[config.mk]
export PLATFORM = sky130hd
export DESIGN_NAME = osm_cmp
export DESIGN_NICKNAME = d
export VERILOG_FILES = /design/src/hdl/osm_pkg.sv /design/src/hdl/osm_cmp.sv
export SDC_FILE = /design/constraint.sdc
export NUM_CORES = 1
export LEC_CHECK = 0
export BUFFER_PORTS_ARGS = -buffer_cell sky130_fd_sc_hd__buf_2
export CAP_MARGIN = 20
export CELL_PAD_IN_SITES_DETAIL_PLACEMENT = 1
export CELL_PAD_IN_SITES_GLOBAL_PLACEMENT = 2
export CORE_MARGIN = 3
export CORE_UTILIZATION = 20
export DETAILED_ROUTE_END_ITERATION = 10
export MAX_ROUTING_LAYER = met4
export PLACE_DENSITY = 0.95
export RECOVER_POWER = 50
export SLEW_MARGIN = 25
export SYNTH_ARGS = -nofsm -noshare
export SYNTH_HDL_FRONTEND = slang
export SYNTH_SLANG_ARGS = --single-unit
[constraint.sdc]
create_clock -name vclk -period 1.7
set_clock_uncertainty 0.1 [all_clocks]
set_input_delay 0.085 -clock vclk [all_inputs]
set_output_delay 0.085 -clock vclk [all_outputs]
set_load 0.03 [all_outputs]
[src/hdl/osm_pkg.sv]
// ---------------------------------------------------------------------------
// osm_pkg: shared types and codes for the order statistic multiset
// Operation and status codes, the item structs of both channels and the
// result struct of the shared compare unit.
// ---------------------------------------------------------------------------
package osm_pkg;

  localparam logic [2:0] OP_INSERT = 3'd0;
  localparam logic [2:0] OP_DELETE = 3'd1;
  localparam logic [2:0] OP_RANK   = 3'd2;
  localparam logic [2:0] OP_SELECT = 3'd3;
  localparam logic [2:0] OP_PRED   = 3'd4;
  localparam logic [2:0] OP_SUCC   = 3'd5;

  localparam logic [1:0] ST_OK       = 2'd0;
  localparam logic [1:0] ST_NOTFOUND = 2'd1;
  localparam logic [1:0] ST_FULL     = 2'd2;

  typedef struct packed {
    logic [2:0]         operation;
    logic signed [31:0] operand;
  } in_t;

  typedef struct packed {
    logic signed [31:0] answer;
    logic [1:0]         status;
  } out_t;

  typedef struct packed {
    logic lt;
    logic eq;
  } cmp_res_t;

endpackage

[src/hdl/osm_cmp.sv]
// ---------------------------------------------------------------------------
// osm_cmp: shared signed comparator
// Compares a stored value against the search key; used by every search
// step and by the match check of a delete.
// ---------------------------------------------------------------------------
module osm_cmp #(
  parameter int VALUE_BITS = 32
) (
  input  logic signed [VALUE_BITS-1:0] a,
  input  logic signed [VALUE_BITS-1:0] b,
  output osm_pkg::cmp_res_t            res
);

  assign res.lt = (a < b);
  assign res.eq = (a == b);

endmodule

Word level (Yosys, flattened, before mapping)
Cells that the tools add are included.
{"block": "classes", "n_lt_le_gt_ge": 1, "eq_ne": 1}
{"operator": "$eq A32 B32 Y1", "count": 1}
{"operator": "$lt A32 B32 Y1", "count": 1}
{"block": "totals", "register_bits": 0, "inputBits": 64, "out_inout_bits": 2, "wordCells": 2}

Longest topological paths before layout
Gate-level depths: netlist (run 1).
{"block": "logic_depth", "depth_word": 1, "mapped_depth": 7}

Worst setup path before layout (run 1)
Ideal clock, no wire load.
{"block": "synth_timing", "kind": "in2out", "start": "input port b[14]", "end": "output port res[1] in the netlist's numbering", "t_arrival_ps": 1498, "required_ps": 1515, "path_slack_ps": 17, "cell_stages": 7, "cell_sequence": "inv_1 -> ha_1 -> a21oi_2 -> nand2_1 -> a221o_1 -> o31a_1 -> o22ai_2"}
{"element": "start: declaration", "line": "osm_cmp.sv:10", "text": "input logic signed [VALUE_BITS-1:0] b,"}
{"element": "end: declaration", "line": "osm_cmp.sv:11", "text": "output osm_pkg::cmp_res_t res"}

==> results of run 1 <==
## layer usage
| layer | vias up | routed length, um |
|---|---|---|
| met1 | 465 | 1050 |
| met5 | - | 0 |
| met4 | 0 | 21 |
| met3 | 2 | 211 |
| met2 | 41 | 1480 |
| li1 | 543 | - |
## what timing repair did
item	4_1_cts	5_1_grt
gates resized for setup	32	18
cloned	0	0
endpoints found under the setup margin	2	2
buffers inserted	0	0
pin swaps	15	13
## worst max-delay path: stages
cell     delay [ns]
buf_2          0.10
inv_2          0.05
ha_4           0.19
nand4_1        0.19
nor2_1         0.07
a221o_1        0.30
o31a_1         0.30
o22ai_2        0.14
buf_6          0.15
## cell usage in the layout, fill, tap and decap left out, drive strengths merged
master and instances:
a221oi 1, nand3 2, o31a 1, a21o 2, o21ai 3, inv 32, nor4 2, o22ai 1
nor2 4, nor2b 1, nand2 7, nor3 1, o211ai 1, a21boi 1, buf 73, ha 32
a221o 1, o2111ai 1, nand4 7, a21oi 12, a211oi 1
## final timing paths
path                 end  slack (ns)
setup / recovery  res[1]       -0.06
hold / removal    res[1]        0.62
## power groups by stage
stage / Combinational, mW / Clock [mW] / Sequential (mW)
floorplan: 0.144 / 0 / 0
global placement: 0.264 / 0 / 0
detailed placement: 0.273 / 0 / 0
CTS: 0.331 / 0 / 0
global route: 0.410 / 0 / 0
finish: 0.357 / 0 / 0
## Yosys cell counts (2+ instances only)
cell	n	area, um^2
nor2_1	4	15.0
nand2_1	7	26.3
nand3_1	2	10.0
inv_1	32	120
o21ai_0	2	10.0
a21o_1	2	15.0
ha_1	32	400
nand4_1	6	37.5
a21oi_1	11	55.1
## layout make-up
| cell class | count | area [um^2] | area share (%) |
|---|---|---|---|
| well taps | 48 | 60.1 | 3.88 |
| inverters | 32 | 128 | 8.25 |
| repair buffers | 73 | 442 | 28.5 |
| multi-input cells | 81 | 918 | 59.3 |
## cell families after synthesis
kind of cell             Yosys count
buffers and inverters             32
AND/OR/NAND/NOR                   24
adder cells (fa/ha/maj)           32
AO/OA/AOI/OAI                     25
## stage by stage
step	worst slack, ns	TNS, ns	area (um^2)	power [mW]
floorplan	0.0169	0	821	0.144
global placement	-0.165	-0.197	1260	0.264
detailed placement	-0.190	-0.260	1260	0.273
CTS	-0.0326	-0.0326	1460	0.331
global route	-0.136	-0.229	1550	0.410
finish	-0.0630	-0.0630	1550	0.357
==> results.yml, run 1 <==
logic_synthesis:
  synth_xor_area_share_pct: 0
  synth_top_family_by_area: "adder cells"
  synth-compound-area-share_pct: 20.6
  avgSynthCellArea_um2: 7.26
  yosysWarnings: 0
  syn_nets: 209
  ys_types: 24
  synthSimpleGateAreaFrac_pct: 16.0
  yosysSeqAreaShare_pct: 0
  netlist_area_um2: 821
  muxShareOfSynthArea_pct: 0
  synth_fa_ha_area_share_pct: 48.8
  synth_cells: 113
pwr:
  powerDensity_nw_per_um2: 231
  p_int_mw: 0.193
  p_sw_mw: 0.163
  cellLeakagePower_nw: 0.830
  swShare_pct: 45.8
  ir_drop_mv: 0.0828
  power_frac_comb_pct: 100.0
  seq_power_share_pct: 0
  clock_power_share_pct: 0
sta:
  period_share_pct: 104
  final_max_slew_viol_count: 0
  timing.hold.ws_ns: 0.619
  hold_viol: 0
  setup_viol: 1
  fmax_mhz: 567
  maxSlewHeadroom_pct: 81.1
  worst_slack_ns: -0.0630
  tightest_slew_ns: 0.281
  period_needed_ns: 1.76
  rsz0062_at_grt: "yes"
global_routing:
  grt_max_degree: 5
  grt_first_pass_wirelength_mm: 4.80
  grt_use_met2_pct: 23.9
  grt_pass1_vias: 1206
  antenna_found_initial: 0
  grt_use_met3_pct: 1.44
  grtUsageMet1_pct: 11.7
  overflow: 0
  grt_busiest_layer: "met2"
  track_usage_pct: 11.5
worst_hold_path:
  hp-class: "in -> out"
  hold_depth: 6
  min_from: "a[30]"
floorplanning:
  die_area_um2: 4910
  start_util_pct: 21.6
  num_rows: 22
  fp.dieW_um: 70.1
  fp.dieH_um: 70.1
  io_pins: 66
  core_area_um2: 3800
final_layout:
  syn_to_final_growth_pct: 88.6
  antenna_cells: 0
  seq_cell_count: 0
  utilization_pct: 40.7
  finalNonFillerCells: 234
  clockBufferCount: 0
  seqCellArea_um2: 0
  nets: 284
  fillers: 468
  drive_above_1_share_pct: 58.6
clocking:
  cts_hold_buf: 0
critical_path:
  crit_start: "b[13]"
  arrival_ns: 1.58
  critPathMaxFanout: 3
  endpoint_kind: "primary output"
  crit_type: "in -> out"
  cp.required_ns: 1.51
  crit_path_start_kind: "input port"
placement:
  io_buffers: 66
  globalplace.congestion: 0.679
  dp.cells: 234
  hpwl_mm: 2.39
detailed_routing:
  drc: 0
  drt_iter0_markers: 3
  ant_nets: 0
  drt_first_pass_iters: 2
  finalWirelength_mm: 2.77
  vias_per_cell: 4.49
  vias: 1051
  wl_per_cell_um: 11.8
flow_run:
  maxCapViolCount: 0
outcome:
  violations: "setup timing"
  status: "finished with violations"
No activity file was read; power rests on OpenSTA's default activity.
==> run 2, diff against run 1 <==
Settings changed: CORE_ASPECT_RATIO set to 0.5.
==> results.yml, run 2 (synthesis gave the netlist of run 1 again) <==
floorplanning:
  die_area_um2: 4960
  core_area_um2: 3680
  fp.dieW_um: 96.6
  start_util_pct: 22.3
  io_pins: 66
  fp.dieH_um: 51.3
  num_rows: 15
final_layout:
  drive_above_1_share_pct: 58.2
  design_area_um2: 1570
  final_cell_mix: "buf_2 (58), inv_1 (21), ha_1 (17)"
  syn_to_final_growth_pct: 91.5
  seq_cell_count: 0
  nets: 287
  seqCellArea_um2: 0
  final_common_cell: "buf_2"
  clockBufferCount: 0
  antenna_cells: 0
detailed_routing:
  drt_iter0_markers: 3
  ant_nets: 0
  finalWirelength_mm: 2.96
  vias_per_cell: 4.37
  drt_first_pass_iters: 4
  wl_per_cell_um: 12.4
  vias: 1048
  drc: 0
worst_hold_path:
  min_from: "b[0]"
  min_to: "res[0]"
  hp-class: "in -> out"
  hold_depth: 5
critical_path:
  critPathMaxFanout: 3
  crit_top_cell: "buf_6"
  critPathSlowestCell: "a221o_1"
  crit_type: "in -> out"
  max_stage_delay_ns: 0.33
  crit_path_start_kind: "input port"
  path_cells: "buf_6 -> inv_4 -> ha_4 -> nand4_1 -> nor2_1 -> a221o_1 -> o31a_1 -> o22ai_2 -> buf_6"
  cp.required_ns: 1.51
  arrival_ns: 1.59
  crit_family: "compound AO/OA/AOI/OAI gates"
  endpoint_kind: "primary output"
  crit_buf_inv: 3
sta:
  tightest_slew_ns: 0.229
  period_share_pct: 104
  fmax_mhz: 564
  hold_viol: 0
  rsz0062_at_grt: "yes"
  setup_viol: 1
  worst_slack_ns: -0.0720
  maxSlewHeadroom_pct: 84.6
  finalSetupTns_ns: -0.0720
  timing.hold.ws_ns: 0.635
  period_needed_ns: 1.77
  final_max_slew_viol_count: 0
outcome:
  status: "finished with violations"
  violations: "setup timing"
global_routing:
  overflow: 0
  grt_pass1_vias: 1078
  track_usage_pct: 10.5
  grt_first_pass_wirelength_mm: 4.15
  grtUsageMet1_pct: 10.6
  grt_use_met2_pct: 22.7
  grt_busiest_layer: "met2"
  antenna_found_initial: 0
  grt_use_met3_pct: 0.441
  grt_max_degree: 5
pwr:
  ir_drop_mv: 0.0762
  powerDensity_nw_per_um2: 230
  cellLeakagePower_nw: 0.837
placement:
  postPlaceCellArea_um2: 1280
  hpwl_mm: 2.54
  globalplace.congestion: 0.706
  io_buffers: 66
flow_run:
  maxCapViolCount: 0
[run 2: cell types whose count changed in the layout (fill, tap and decap cells not counted), sizes merged]
cell and delta:
buf +3
[run 2: metrics by stage]
step | total power, mW | std cells | worst slack [ns] | utilization, %
final | 0.361 | 240 | -0.0720 | 42.7
after global routing | 0.407 | 240 | -0.172 | 42.7
after CTS | 0.324 | 240 | -0.0631 | 39.2
after detailed placement | 0.280 | 239 | -0.179 | 34.9
after global placement | 0.267 | 239 | -0.160 | 34.9
after floorplan | 0.144 | 113 | 0.0169 | -
[run 2: repair_timing]
item | in CTS | in global routing
hold buffers | 0 | 0
gates resized for setup | 27 | 19
setup buffers | 1 | 0
pin swaps | 10 | 6
endpoints found under the setup margin | 2 | 2
hold endpoints to repair | 0 | 0
[run 2: cell type report]
class              count  area [um^2]
well taps             51         63.8
repair buffers        76          452
multi-input cells     81          931
fillers              462         2110
inverters             32          125
[run 2: layer usage]
layer	vias up	share of wire, %
met5	-	0
met4	0	1.4
met3	4	3.8
met2	22	59
met1	475	36
li1	547	-
[run 2: tightest hold or removal path: cells and delay by family]
| kind | cells | cell delay [ns] |
|---|---|---|
| adder cells (fa/ha/maj) | 1 | 0.11 |
| AND/OR/NAND/NOR | 2 | 0.21 |
| buffers and inverters | 2 | 0.24 |
[run 2: how the worst max path moves through the flow]
stage / from / end / slack [ns] / depth (start not counted)
finish: b[15] / res[1] / -0.07 / 9
global route: b[7] / res[1] / -0.17 / 10
CTS: b[15] / res[1] / -0.06 / 9
detailed placement: b[14] / res[1] / -0.18 / 9
global placement: a[14] / res[1] / -0.16 / 8
floorplan: b[14] / res[1] / 0.02 / 7
[run 2: power by group]
part           switching [mW]  internal (mW)  total [mW]
logic                   0.165          0.195       0.361
registers                   0              0           0
clock network               0              0           0
total                   0.165          0.195       0.361
